$ cat src/rtl/isa_pkg.sv
`timescale 1ns / 1ps
package isa_pkg;

    typedef enum logic [1:0] {
        FUNC_TAS  = 2'd0,
        FUNC_IAS  = 2'd1,
        FUNC_SINK = 2'd2,
        FUNC_NONE = 2'd3
    } isa_func_t;

    localparam int FRAC_BITS_DEF = 4;
    localparam int SPD_W         = 14;
    localparam int OUT_W         = 16;
    localparam int GLIDE_W       = 6;
    localparam logic [GLIDE_W-1:0] GLIDE_RESET = 6'd15;

    localparam int T0_X2000    = 576300;
    localparam int LAPSE_X2000 = 13;
    localparam int DEV_X2000   = 2000;
    localparam int TROPO_TOP   = 11000;

    localparam logic [26:0] EXPO_Q24  = 27'd88179913;
    localparam logic [27:0] STRAT_Q40 = 28'd250137490;
    localparam logic [29:0] LN2_Q30   = 30'd744261118;
    localparam logic [14:0] SINK_NUM  = 15'd19686;
    localparam int SINK_DEN  = 100;
    localparam int SINK_HALF = 50;

    localparam int LG_IN_W = 21;
    localparam int LG_N_W  = 5;
    localparam int LG_FRAC = 24;
    localparam int LG_W    = LG_N_W + LG_FRAC;
    localparam int STRAT_W = 27;
    localparam int FR_W    = 24;
    localparam int IP_W    = 4;
    localparam int E_W     = 31;
    localparam int EXP_TERMS = 12;

    typedef struct packed {
        isa_func_t          func;
        logic [SPD_W-1:0]   spd;
        logic [STRAT_W-1:0] strat;
    } isa_lside_t;

    typedef struct packed {
        isa_func_t         func;
        logic [SPD_W-1:0]  spd;
        logic [IP_W-1:0]   ip;
    } isa_eside_t;

    function automatic logic [LG_W-1:0] lg2_q24_const(input logic [31:0] x);
        logic [LG_N_W-1:0] n;
        logic [63:0]       m;
        logic [LG_FRAC-1:0] frac;
        n = '0;
        for (int i = 0; i < 32; i++) begin
            if (x[i]) begin
                n = LG_N_W'(i);
            end
        end
        if (n == 5'd31) begin
            m = 64'(x >> 1);
        end else begin
            m = 64'(x) << (30 - int'(n));
        end
        frac = '0;
        for (int i = LG_FRAC - 1; i >= 0; i--) begin
            m = (m * m) >> 30;
            if (m >= 64'h8000_0000) begin
                m = m >> 1;
                frac[i] = 1'b1;
            end
        end
        return {n, frac};
    endfunction

    localparam logic [LG_W-1:0] LG0 = lg2_q24_const(32'(T0_X2000));

    function automatic logic [31:0] exp_recip(input int k);
        logic [31:0] r;
        case (k)
            3:       r = 32'd1431655765;
            5:       r = 32'd858993459;
            6:       r = 32'd715827882;
            7:       r = 32'd613566756;
            9:       r = 32'd477218588;
            10:      r = 32'd429496729;
            11:      r = 32'd390451572;
            12:      r = 32'd357913941;
            default: r = 32'd0;
        endcase
        return r;
    endfunction

    function automatic int exp_shift(input int k);
        int s;
        case (k)
            2:       s = 1;
            4:       s = 2;
            8:       s = 3;
            default: s = 0;
        endcase
        return s;
    endfunction

endpackage

$ cat src/rtl/isa_vcalc.sv
`timescale 1ns / 1ps
module isa_vcalc (
    input  logic                      clk,
    input  logic                      rst_n,
    input  logic                      in_valid,
    input  logic [isa_pkg::LG_W-1:0]  in_lg [2],
    input  isa_pkg::isa_lside_t       in_side,
    output logic                      out_valid,
    output logic [isa_pkg::FR_W-1:0]  out_fr,
    output isa_pkg::isa_eside_t       out_side
);
    import isa_pkg::*;

    localparam logic signed [35:0] V_LIM = 36'sd134217728;

    logic [55:0]       dprod_reg;
    logic [LG_W-1:0]   lgt_reg;
    isa_lside_t        c1_side_reg;
    logic              c1_valid_reg;
    logic [FR_W-1:0]   fr_reg;
    isa_eside_t        c2_side_reg;
    logic              c2_valid_reg;

    logic [55:0]       dprod_next;
    logic [32:0]       p_val;
    logic signed [35:0] s_val;
    logic signed [35:0] s_adj;
    logic signed [35:0] v_half;
    logic signed [35:0] v_neg;
    logic signed [35:0] v_clip;
    logic signed [35:0] u_val;

    assign dprod_next = 56'(EXPO_Q24) * 56'(LG0 - in_lg[1]);

    always_comb
    begin
        p_val  = 33'(dprod_reg[55:24]) + 33'(c1_side_reg.strat);
        s_val  = signed'(36'(p_val)) + signed'(36'(lgt_reg)) - signed'(36'(LG0));
        s_adj  = s_val + signed'({35'b0, s_val[35]});
        v_half = s_adj >>> 1;
        v_neg  = (c1_side_reg.func == FUNC_IAS) ? -v_half : v_half;
        if (v_neg < -V_LIM)
        begin
            v_clip = -V_LIM;
        end
        else if (v_neg > V_LIM - 36'sd1)
        begin
            v_clip = V_LIM - 36'sd1;
        end
        else
        begin
            v_clip = v_neg;
        end
        u_val = v_clip + V_LIM;
    end

    always_ff @(posedge clk)
    begin
        dprod_reg        <= dprod_next;
        lgt_reg          <= in_lg[0];
        c1_side_reg      <= in_side;
        fr_reg           <= u_val[FR_W-1:0];
        c2_side_reg.func <= c1_side_reg.func;
        c2_side_reg.spd  <= c1_side_reg.spd;
        c2_side_reg.ip   <= u_val[FR_W+IP_W-1:FR_W];
    end

    always_ff @(posedge clk or negedge rst_n)
    begin
        if (!rst_n)
        begin
            c1_valid_reg <= 1'b0;
            c2_valid_reg <= 1'b0;
        end
        else
        begin
            c1_valid_reg <= in_valid;
            c2_valid_reg <= c1_valid_reg;
        end
    end

    assign out_valid = c2_valid_reg;
    assign out_fr    = fr_reg;
    assign out_side  = c2_side_reg;

endmodule

$ cat config.mk
export PLATFORM = sky130hd
export DESIGN_NAME = isa_vcalc
export DESIGN_NICKNAME = d
export VERILOG_FILES = /design/src/rtl/isa_pkg.sv /design/src/rtl/isa_vcalc.sv
export SDC_FILE = /design/constraint.sdc
export NUM_CORES = 1
export LEC_CHECK = 0
export ABC_AREA = 1
export ABC_CLOCK_PERIOD_IN_PS = 6600
export BUFFER_PORTS_ARGS = -buffer_cell sky130_fd_sc_hd__buf_2
export CORE_ASPECT_RATIO = 2
export CORE_MARGIN = 2
export CORE_UTILIZATION = 45
export DETAILED_ROUTE_END_ITERATION = 16
export PLACE_DENSITY = 0.7
export SYNTH_ARGS = -nofsm -noshare
export SYNTH_HDL_FRONTEND = slang
export SYNTH_SLANG_ARGS = --single-unit
$ cat constraint.sdc
create_clock -name clk -period 6.6 [get_ports clk]
set_input_delay 1.32 -clock clk [delete_from_list [all_inputs] [get_ports clk]]
set_output_delay 1.32 -clock clk [all_outputs]
set_load 0.005 [all_outputs]
==> summary.txt <==
STA
  • RSZ-0062 raised after global routing: yes
  • Final Hold Vio Count: 0
  • FMAX: 0.1354 GHz
  • Setup WS post-layout: -0.7841 ns
  • Max_slew headroom: 63.72%
  • Clk_skew: 0.01735 ns
  • Tmin final: 7.384 ns
  • Crit share post-route: 111.9%
  • # setup viols final: 29
  • Final Max Tran Viols: 0
  • Worst-margin pin slew: 0.5385 ns

Floorplanning
  • Row count: 117
  • Core box area: 50650 um2
  • Total die area: 53050 um2
  • Die W: 163.9 um
  • Initial Utilization: 45.42%
  • I/O pin total: 149
  • Die Ht: 323.8 um

Synthesis
  • Syn Nets: 3810
  • Top-count cell post-synth: inv_1
  • Distinct cells, synth: 55
  • Synth async-reset ratio: 1.333%
  • Avg Inst Size Synth: 7.418 um2
  • Post-synth EDFFs: 0
  • Mapped Cells: 3101
  • Post-synthesis register bit count: 150
  • Post-synth top area share: 21.32%
  • List of most frequent post-synthesis cells: inv_1, nand2_1, ha_1
  • Top post-synthesis cells by area: fa_1, ha_1, inv_1, dfxtp_1, nand2_1
  • Sequential share of the synthesized area: 13.10%
  • Mapped cell area: 23000 um2
  • Top_reg_cell synth: dfxtp_1
  • Synth area leader: fa_1
  • Yosys warnings: 0

Placement
  • DP Cell Count: 4283
  • Gp weighted congestion: 1.027
  • Placed wire-length estimate: 61.97 mm
  • I/O Buffers: 148
  • Placed inst area: 27960 um2

Critical path
  • Crit Path Max Fanout: 4
  • Worst setup SP type: primary input
  • WP data arrival: 7.73 ns
  • Crit end category: flip-flop
  • Required @ worst endpoint: 6.95 ns
  • R2r startpoint: lgt_reg[8]
  • Cell repeated most along the worst path: nor2_2
  • Setup CP Type: primary input to flip-flop
  • Worst path max stage delay: 0.56 ns
  • Slowest cell on crit path: fa_2
  • Delay-heaviest family, CP: adder cells
  • Worst path buffer plus inverter count: 8
  • CP startpoint: in_lg[2]

Layout
  • Final non-filler cell total: 4389
  • # nets final: 4431
  • Area grow syn2layout: 36.05%
  • Ratio of cells with drive above 1 in the final layout: 30.28%
  • Fin area: 31300 um2
  • Inserted Diodes: 0
  • Largest register FFs: 43
  • Fillers: 4351

Route
  • Via count: 21670
  • Number of routed nets with antenna violations: 0
  • DRT Wirelength: 75.56 mm
  • Router iterations before antenna repair: 5
  • Remaining DRCs: 0
  • DR iter-0 viols: 882
  • Routed len/inst: 17.22 um
  • Vias per inst: 4.938

Min path
  • Hold Crit Class: flip-flop to flip-flop
  • Min-delay src: c1_side_reg[29]

Global route
  • Vias in the first global route: 22620
  • GRT Overall Usage: 27.72%
  • Initial antenna violation count: 0
  • Largest net degree at the start of global routing: 33
  • Congestion Overflow GR: 0
  • First-pass GRT wire length: 110.5 mm

Clocking
  • Root buffer cell: clkbuf_16
  • Clock transition at the registers of the reported paths: 0.07 ns
  • Sink Count: 150
  • Post-CTS Hold Buffers: 0
  • Total CTS buffers: 17
  • Clk_lat worst skew: 0.46 ns
  • H-tree depth: 4
  • Clock Tree Buf Depth: 2
  • CTS tree: built

Status
  • Status: finished, violations left
  • Failing checks: setup timing

Flow run
  • Max-Cap Viols: 0
==> stage by stage <==
step / setup slack [ns] / hold slack [ns] / setup TNS (ns) / util, %
after floorplan: -0.8498 / 0.3096 / -14.26 / -
after global placement: -1.589 / 0.3110 / -38.48 / 55.21
after detailed placement: -1.656 / 0.3193 / -39.96 / 55.21
after CTS: -0.7103 / 0.3313 / -13.33 / 59.32
after global routing: -1.060 / 0.3356 / -23.56 / 61.79
final: -0.7841 / 0.3272 / -15.71 / 61.79
==> cells by family after synthesis <==
family	synth area share (%)
compound gates	5.390
xor+xnor	4.623
simple gates	21.29
fa+ha+maj	40.90
buf+inv	14.65
mux	0.04895
flops	13.10
==> per-layer routing <==
| metal | global-route usage, % | vias to the layer above | part of all wire [%] |
|---|---|---|---|
| li1 | - | 10580 | - |
| met4 | 24.85 | 0 | 11 |
| met2 | 56.33 | 600 | 56 |
| met3 | 2.634 | 324 | 2.9 |
| met1 | 22.35 | 10170 | 31 |
| met5 | 0 | - | 0 |
==> placed cells by master, fill, tap and decap left out, drive strengths merged <==
cell type / n
xor2: 81
nand4: 40
or2: 4
o211a: 1
fa: 245
ha: 360
dfrtp: 2
o211ai: 2
nand3b: 7
buf: 613
o31ai: 5
nand2: 656
clkinvlp: 3
mux2: 1
clkinv: 5
dfxtp: 148
a41oi: 1
nor2: 245
a21oi: 104
nand3: 128
nor3: 17
nor4: 6
nor3b: 2
and3: 1
o21ai: 78
xnor3: 1
o2111ai: 2
clkbuf: 18
a31oi: 6
a31o: 1
o21a: 11
a21boi: 1
a311oi: 1
inv: 881
o21bai: 5
a2111oi: 1
xnor2: 37
bufinv: 6
and2: 8
a21o: 1
==> path summary, 6_finish.rpt <==
check | endpoint | slack (ns) | depth (start not counted)
min in group asynchronous | c1_valid_reg | 0.63 | 1
worst max register to register | out_fr[15] | 0.54 | 42
worst min register to register | out_side[6] | 0.33 | 0
max in group asynchronous | out_valid | 5.88 | 1
worst max-delay path | dprod_reg[53] | -0.78 | 37
worst min-delay path | out_side[6] | 0.33 | 0
==> timing repair <==
| item | in CTS | in global routing |
|---|---|---|
| pin swaps | 140 | 184 |
| gates resized for setup | 224 | 228 |
| buffers inserted | 48 | 32 |
| setup endpoints to repair | 32 | 47 |
==> cell type report <==
type                            count  area (um2)  area share (%)
Clock buffer                       18       429.2           1.371
Clock inverter                     14       246.5          0.7876
Inverter                          881        3317           10.60
Multi-Input combinational cell   2059       18900           60.38
Sequential cell                   150        3013           9.627
Tap cell                          654       818.3           2.615
Timing Repair Buffer              613        4577           14.62
Power is not shown: default switching activity piles up to over one toggle a cycle in this logic, so the estimate is an artifact.
