$ cat src/rtl/isa_pkg.sv
`timescale 1ns / 1ps
package isa_pkg;

    typedef enum logic [1:0] {
        FUNC_TAS  = 2'd0,
        FUNC_IAS  = 2'd1,
        FUNC_SINK = 2'd2,
        FUNC_NONE = 2'd3
    } isa_func_t;

    localparam int FRAC_BITS_DEF = 4;
    localparam int SPD_W         = 14;
    localparam int OUT_W         = 16;
    localparam int GLIDE_W       = 6;
    localparam logic [GLIDE_W-1:0] GLIDE_RESET = 6'd15;

    localparam int T0_X2000    = 576300;
    localparam int LAPSE_X2000 = 13;
    localparam int DEV_X2000   = 2000;
    localparam int TROPO_TOP   = 11000;

    localparam logic [26:0] EXPO_Q24  = 27'd88179913;
    localparam logic [27:0] STRAT_Q40 = 28'd250137490;
    localparam logic [29:0] LN2_Q30   = 30'd744261118;
    localparam logic [14:0] SINK_NUM  = 15'd19686;
    localparam int SINK_DEN  = 100;
    localparam int SINK_HALF = 50;

    localparam int LG_IN_W = 21;
    localparam int LG_N_W  = 5;
    localparam int LG_FRAC = 24;
    localparam int LG_W    = LG_N_W + LG_FRAC;
    localparam int STRAT_W = 27;
    localparam int FR_W    = 24;
    localparam int IP_W    = 4;
    localparam int E_W     = 31;
    localparam int EXP_TERMS = 12;

    typedef struct packed {
        isa_func_t          func;
        logic [SPD_W-1:0]   spd;
        logic [STRAT_W-1:0] strat;
    } isa_lside_t;

    typedef struct packed {
        isa_func_t         func;
        logic [SPD_W-1:0]  spd;
        logic [IP_W-1:0]   ip;
    } isa_eside_t;

    function automatic logic [LG_W-1:0] lg2_q24_const(input logic [31:0] x);
        logic [LG_N_W-1:0] n;
        logic [63:0]       m;
        logic [LG_FRAC-1:0] frac;
        n = '0;
        for (int i = 0; i < 32; i++) begin
            if (x[i]) begin
                n = LG_N_W'(i);
            end
        end
        if (n == 5'd31) begin
            m = 64'(x >> 1);
        end else begin
            m = 64'(x) << (30 - int'(n));
        end
        frac = '0;
        for (int i = LG_FRAC - 1; i >= 0; i--) begin
            m = (m * m) >> 30;
            if (m >= 64'h8000_0000) begin
                m = m >> 1;
                frac[i] = 1'b1;
            end
        end
        return {n, frac};
    endfunction

    localparam logic [LG_W-1:0] LG0 = lg2_q24_const(32'(T0_X2000));

    function automatic logic [31:0] exp_recip(input int k);
        logic [31:0] r;
        case (k)
            3:       r = 32'd1431655765;
            5:       r = 32'd858993459;
            6:       r = 32'd715827882;
            7:       r = 32'd613566756;
            9:       r = 32'd477218588;
            10:      r = 32'd429496729;
            11:      r = 32'd390451572;
            12:      r = 32'd357913941;
            default: r = 32'd0;
        endcase
        return r;
    endfunction

    function automatic int exp_shift(input int k);
        int s;
        case (k)
            2:       s = 1;
            4:       s = 2;
            8:       s = 3;
            default: s = 0;
        endcase
        return s;
    endfunction

endpackage

$ cat src/rtl/isa_out.sv
`timescale 1ns / 1ps
module isa_out #(
    parameter int FRAC_BITS = isa_pkg::FRAC_BITS_DEF
) (
    input  logic                         clk,
    input  logic                         rst_n,
    input  logic                         in_valid,
    input  logic [isa_pkg::E_W-1:0]      in_e,
    input  isa_pkg::isa_eside_t          in_side,
    input  logic [isa_pkg::GLIDE_W-1:0]  glide_ratio,
    output logic                         out_valid,
    output logic [isa_pkg::OUT_W-1:0]    out_speed,
    output logic                         out_sat
);
    import isa_pkg::*;

    localparam int XW  = SPD_W + E_W;
    localparam int XSW = XW + (1 << IP_W) - 1;
    localparam int TW  = XSW - 22;
    localparam int PW  = TW + 15;
    localparam int SH  = 16 + FRAC_BITS;
    localparam int AW  = PW - SH;
    localparam int DW  = 13;
    localparam int QW  = OUT_W;
    localparam int CW  = (AW + 1 > DW + QW) ? AW + 1 : DW + QW;

    typedef struct packed {
        isa_func_t       func;
        logic [22:0]     rnd;
        logic            ovf;
        logic [DW-1:0]   d;
        logic [DW-1:0]   rem;
        logic [QW-1:0]   low;
        logic [QW-1:0]   q;
    } isa_dstage_t;

    logic [XW-1:0]   x_reg;
    isa_eside_t      f1_side_reg;
    logic [XSW-1:0]  xs_reg;
    isa_func_t       f2_func_reg;
    logic [22:0]     rnd_reg;
    logic [PW-1:0]   sp_reg;
    isa_func_t       f3_func_reg;
    logic [2:0]      fv_reg;
    isa_dstage_t     dv_reg [0:QW];
    logic            dvalid_reg [0:QW];
    logic            done_reg;
    logic [OUT_W-1:0] speed_reg;
    logic            sat_reg;

    logic [XSW:0]    rnd_sum;
    logic [CW-1:0]   n_val;
    logic [DW-1:0]   d_val;
    logic [11:0]     half_val;
    isa_dstage_t     dv0_next;
    logic [OUT_W-1:0] speed_next;
    logic            sat_next;

    assign rnd_sum  = (XSW+1)'(xs_reg) + ((XSW+1)'(1) << 37);
    assign d_val    = DW'(glide_ratio) * DW'(SINK_DEN);
    assign half_val = 12'(glide_ratio) * 12'(SINK_HALF);
    assign n_val    = CW'(sp_reg >> SH) + CW'(half_val);

    always_comb
    begin
        dv0_next.func = f3_func_reg;
        dv0_next.rnd  = rnd_reg;
        dv0_next.ovf  = n_val >= CW'({d_val, {QW{1'b0}}});
        dv0_next.d    = d_val;
        dv0_next.rem  = n_val[DW+QW-1:QW];
        dv0_next.low  = n_val[QW-1:0];
        dv0_next.q    = '0;
    end

    always_ff @(posedge clk)
    begin
        x_reg       <= XW'(in_side.spd) * XW'(in_e);
        f1_side_reg <= in_side;
        xs_reg      <= XSW'(x_reg) << f1_side_reg.ip;
        f2_func_reg <= f1_side_reg.func;
        rnd_reg     <= rnd_sum[XSW:38];
        sp_reg      <= PW'(xs_reg[XSW-1:22]) * PW'(SINK_NUM);
        f3_func_reg <= f2_func_reg;
        dv_reg[0]   <= dv0_next;
    end

    always_ff @(posedge clk or negedge rst_n)
    begin
        if (!rst_n)
        begin
            fv_reg        <= '0;
            dvalid_reg[0] <= 1'b0;
        end
        else
        begin
            fv_reg        <= {fv_reg[1:0], in_valid};
            dvalid_reg[0] <= fv_reg[2];
        end
    end

    for (genvar s = 1; s <= QW; s++)
    begin : g_div
        logic [DW:0]   t_val;
        logic          ge;
        logic [DW:0]   t_sub;
        isa_dstage_t   dv_next;

        always_comb
        begin
            t_val   = {dv_reg[s-1].rem, dv_reg[s-1].low[QW-1]};
            ge      = t_val >= {1'b0, dv_reg[s-1].d};
            t_sub   = ge ? t_val - {1'b0, dv_reg[s-1].d} : t_val;
            dv_next     = dv_reg[s-1];
            dv_next.rem = t_sub[DW-1:0];
            dv_next.low = {dv_reg[s-1].low[QW-2:0], 1'b0};
            dv_next.q   = {dv_reg[s-1].q[QW-2:0], ge};
        end

        always_ff @(posedge clk)
        begin
            dv_reg[s] <= dv_next;
        end

        always_ff @(posedge clk or negedge rst_n)
        begin
            if (!rst_n)
            begin
                dvalid_reg[s] <= 1'b0;
            end
            else
            begin
                dvalid_reg[s] <= dvalid_reg[s-1];
            end
        end
    end

    always_comb
    begin
        case (dv_reg[QW].func)
            FUNC_TAS, FUNC_IAS:
            begin
                sat_next   = dv_reg[QW].rnd[22:16] != '0;
                speed_next = sat_next ? '1 : dv_reg[QW].rnd[15:0];
            end
            FUNC_SINK:
            begin
                sat_next   = dv_reg[QW].ovf;
                speed_next = sat_next ? '1 : dv_reg[QW].q;
            end
            default:
            begin
                sat_next   = 1'b0;
                speed_next = '0;
            end
        endcase
    end

    always_ff @(posedge clk)
    begin
        speed_reg <= speed_next;
        sat_reg   <= sat_next;
    end

    always_ff @(posedge clk or negedge rst_n)
    begin
        if (!rst_n)
        begin
            done_reg <= 1'b0;
        end
        else
        begin
            done_reg <= dvalid_reg[QW];
        end
    end

    assign out_valid = done_reg;
    assign out_speed = speed_reg;
    assign out_sat   = sat_reg;

endmodule

$ cat config.mk
export PLATFORM = sky130hd
export DESIGN_NAME = isa_out
export DESIGN_NICKNAME = d
export VERILOG_FILES = /design/src/rtl/isa_pkg.sv /design/src/rtl/isa_out.sv
export SDC_FILE = /design/constraint.sdc
export NUM_CORES = 2
export LEC_CHECK = 0
export BUFFER_PORTS_ARGS = -buffer_cell sky130_fd_sc_hd__buf_2
export CORE_MARGIN = 2
export CORE_UTILIZATION = 66
export CTS_BUF_LIST = sky130_fd_sc_hd__clkbuf_8
export DETAILED_ROUTE_END_ITERATION = 10
export GPL_TIMING_DRIVEN = 0
export PLACE_DENSITY = 0.83
export SLEW_MARGIN = 20
export SYNTH_ARGS = -nofsm -noshare
export SYNTH_HDL_FRONTEND = slang
export SYNTH_SLANG_ARGS = --single-unit
$ cat constraint.sdc
create_clock -name clk -period 7 [get_ports clk]
set_clock_uncertainty 0.1 [all_clocks]
set_input_delay 2.1 -clock clk [delete_from_list [all_inputs] [get_ports clk]]
set_output_delay 2.1 -clock clk [all_outputs]
set_load 0.05 [all_outputs]
==> flow_summary.yaml <==
outcome:
  outcome: "finished, violations left"
  violations: "setup timing"
drt:
  drt_first_iter_violations: 2820
  drt_wl_total_um: 135700
  wire_per_inst_um: 18.60
  firstDrtPassIters: 8
  drc: 0
  ant_nets: 0
  vias_per_cell: 5.473
  num_vias: 39920
synthesis:
  seq_area_frac_synth: 0.4232
  synth_edf_count: 0
  synth_ff_type: "dfxtp_1"
  synth_nets: 6808
  synthCells: 5656
  synthTopCellsByArea: "dfxtp_1 (41%), fa_1 (19%), ha_1 (11%), inv_1 (6.2%), nand2_1 (3.4%)"
  yosysTopAreaCell: "dfxtp_1"
  ys_ff_latch: 1278
  avgSynthCellArea_um2: 10.73
  synth_cell_types: 74
  ys_warn_count: 0
  synthArstFlopShare: 0.01643
  syn-cell-area_mm2: 0.06070
  yosysTopAreaCellShare: 0.4145
critical_path:
  crit_start: "in_side[15]"
  required_ps: 7660
  crit_path_end_kind: "flip-flop"
  arrival_ps: 8000
  cp-start-kind: "input pin"
  cp_top_family: "adder cells"
  cp_slowest_stage_delay_ps: 550
  critPathKind: "input pin to flip-flop"
  slowest_stage: "fa_2"
  worst-path-max-fanout: 10
  crit_buf_inv: 3
  cp_common_cell: "fa_2"
  rr_startpoint: "xs_reg[31]$_DFF_P_"
  cp_cell_sequence: "buf_2 -> buf_4 -> nand2_1 -> fa_1 -> fa_1 -> inv_1 -> fa_2 -> fa_2 -> fa_2 -> fa_2 -> ha_4 -> a21o_1 -> a21o_1 -> a21oi_2 -> o21a_1 -> o22ai_4 -> a21o_4 -> a21oi_4 -> a21oi_4 -> or4b_4 -> a31oi_4 -> xnor2_1"
sta:
  hold_viol: 0
  relSlewSlack: 0.4003
  rsz0062_at_grt: "true"
  fmax_mhz: 136.2
  min_period_ps: 7344
  layout_setup_ws_ps: -344.2
  drv_slew: 0
  tightest_slew_ps: 890.2
  finalSetupTns_ps: -2904
  finalCritPeriodShare: 1.049
  finalSetupViolations: 16
floorplan:
  core_mm2: 0.09139
  dieHeight_um: 307.3
  row_count: 111
  die_area_mm2: 0.09442
  start_util: 0.6643
  die-width_um: 307.3
  io_pins: 78
global_routing:
  grt_max_degree: 22
  antenna_found_initial: 8
  overflow: 0
  grt_pass1_wl_um: 218600
  track_usage: 0.2946
  grt_pass1_vias: 43160
clocking:
  cts_tree: "built"
  cts_buffer_depth: 3
  cts_root_buf: "clkbuf_8"
  cts_made_buffers: 177
  cts_sinks: 1278
  clk_latency_ps: 850
  htreeDepth: 4
  path_clk_slew_ps: 70
  ctsHoldBuffers: 0
finish:
  final_layout_size_suffix_gt1_frac: 0.1030
  area_growth_pct: 12.30
  nFillCells: 5906
  largest_reg_flops: 1098
  fin_nets: 7123
min_path:
  min_from: "dv_reg[0][331]$_DFF_P_"
  holdCritPathClass: "flip-flop to flip-flop"
place:
  post-dp-hpwl_um: 98760
  gp_congestion: 0.9628
  port_buffers: 77
flow_run:
  maxCapViolCount: 0
[area by class of cell]
type	instances	area (µm²)	share of cell area
diodes	1	2.502	0.00003671
plain buffers	130	1044	0.01531
clock buffers	216	2973	0.04361
clock inverters	100	867.1	0.01272
inverters	999	3752	0.05504
multi-input cells	3246	31380	0.4603
flip-flops and latches	1278	25700	0.3770
well taps	1186	1484	0.02177
repair buffers	139	967.2	0.01419
[placed cells by master (no fill, tap or decap), types with 21 or more instances in the layout]
| cell type | count |
|---|---|
| dfxtp_1 | 1248 |
| inv_1 | 1041 |
| fa_1 | 553 |
| nand2_1 | 545 |
| ha_1 | 505 |
| clkbuf_8 | 230 |
| o21ai_0 | 228 |
| and2_1 | 199 |
| a21oi_1 | 156 |
| nor2_1 | 129 |
| xnor2_1 | 119 |
| a21o_1 | 81 |
| xor2_1 | 75 |
| buf_4 | 73 |
| buf_2 | 72 |
| mux2i_1 | 62 |
| clkbuf_1 | 58 |
| o31ai_1 | 45 |
| nor2b_1 | 43 |
| a21boi_0 | 33 |
| nand3_1 | 29 |
| nand4_1 | 27 |
| nand2b_1 | 25 |
| nor3_1 | 25 |
| a211oi_1 | 25 |
| o21a_1 | 25 |
| and3_1 | 21 |
| dfrtp_1 | 21 |
[path summary, 6_finish.rpt]
kind                                            to  slack [ps]  cells after the start
min                         dv_reg[0][415]$_DFF_P_         190                      0
max reg2reg                     sp_reg[52]$_DFF_P_         320                     20
min reg2reg                 dv_reg[0][415]$_DFF_P_         190                      0
max in group asynchronous  dvalid_reg[7]$_DFF_PN0_        5390                      1
min in group asynchronous      out_valid$_DFF_PN0_        1110                      1
max                              x_reg[44]$_DFF_P_        -340                     22
[cell usage after synthesis, drive strengths merged, types with 26 or more instances]
| master | number |
|---|---|
| inv | 998 |
| nor2 | 132 |
| and2 | 208 |
| a21boi | 35 |
| nand2 | 548 |
| nand4 | 27 |
| o31ai | 46 |
| a21oi | 174 |
| xnor2 | 123 |
| nand3 | 31 |
| xor2 | 76 |
| nor2b | 44 |
| fa | 564 |
| ha | 528 |
| o21ai | 244 |
| a21o | 82 |
| a211oi | 26 |
| nor3 | 30 |
| clkbuf | 126 |
| dfxtp | 1257 |
| mux2i | 62 |
[stage by stage]
step	cell area, µm²	setup slack, ps	hold slack [ps]	util	instances
CTS	67430	-223.9	180.6	0.7378	7256
detailed placement	62670	-1871	212.1	0.6858	6919
global placement	62660	-1774	209.5	0.6857	6919
floorplan	60790	-891.4	209.6	-	5656
finish	68170	-344.2	189.7	0.7460	7295
global route	68170	-418.5	199.9	0.7460	7295
[routing by layer]
metal,global-route usage,vias to the layer above,part of all wire
met5,0,-,0.00030
met3,0.05602,399,0.069
met4,0.1185,6,0.038
li1,-,18560,-
met2,0.5024,1506,0.49
met1,0.3703,19450,0.41
[repair_timing]
item                       4_1_cts  5_1_grt
buffers inserted                22       40
setup endpoints to repair       34       27
gates resized for setup        201      146
pin swaps                       12       64
hold endpoints to repair         0        0
[cell families (layout without fill, tap and decap cells)]
kind of cell    count (synthesis)  after routing  synth area share
compound gates                741            741           0.07801
xor+xnor                      199            199           0.02871
fa+ha+maj                    1092           1092            0.2948
buf+inv                      1132           1584           0.07012
flops                        1278           1278            0.4232
mux                            81             81           0.01597
other cells                     0              1                 0
simple gates                 1133           1133           0.08916
[worst register-to-register path, stage by stage (launching register included)]
cell	delay (ps)
dfxtp_1	660
ha_1	390
fa_1	550
inv_1	50
fa_1	480
fa_1	560
inv_1	60
fa_1	570
fa_1	430
ha_1	330
nand2_1	90
o21ai_0	390
a31oi_1	170
o31ai_1	110
a21oi_2	150
o31ai_4	380
o21ai_2	140
o41a_1	420
a31oi_2	260
mux2i_1	220
nand2_1	60
Power is not shown: default switching activity piles up to over one toggle a cycle in this logic, so the estimate is an artifact.
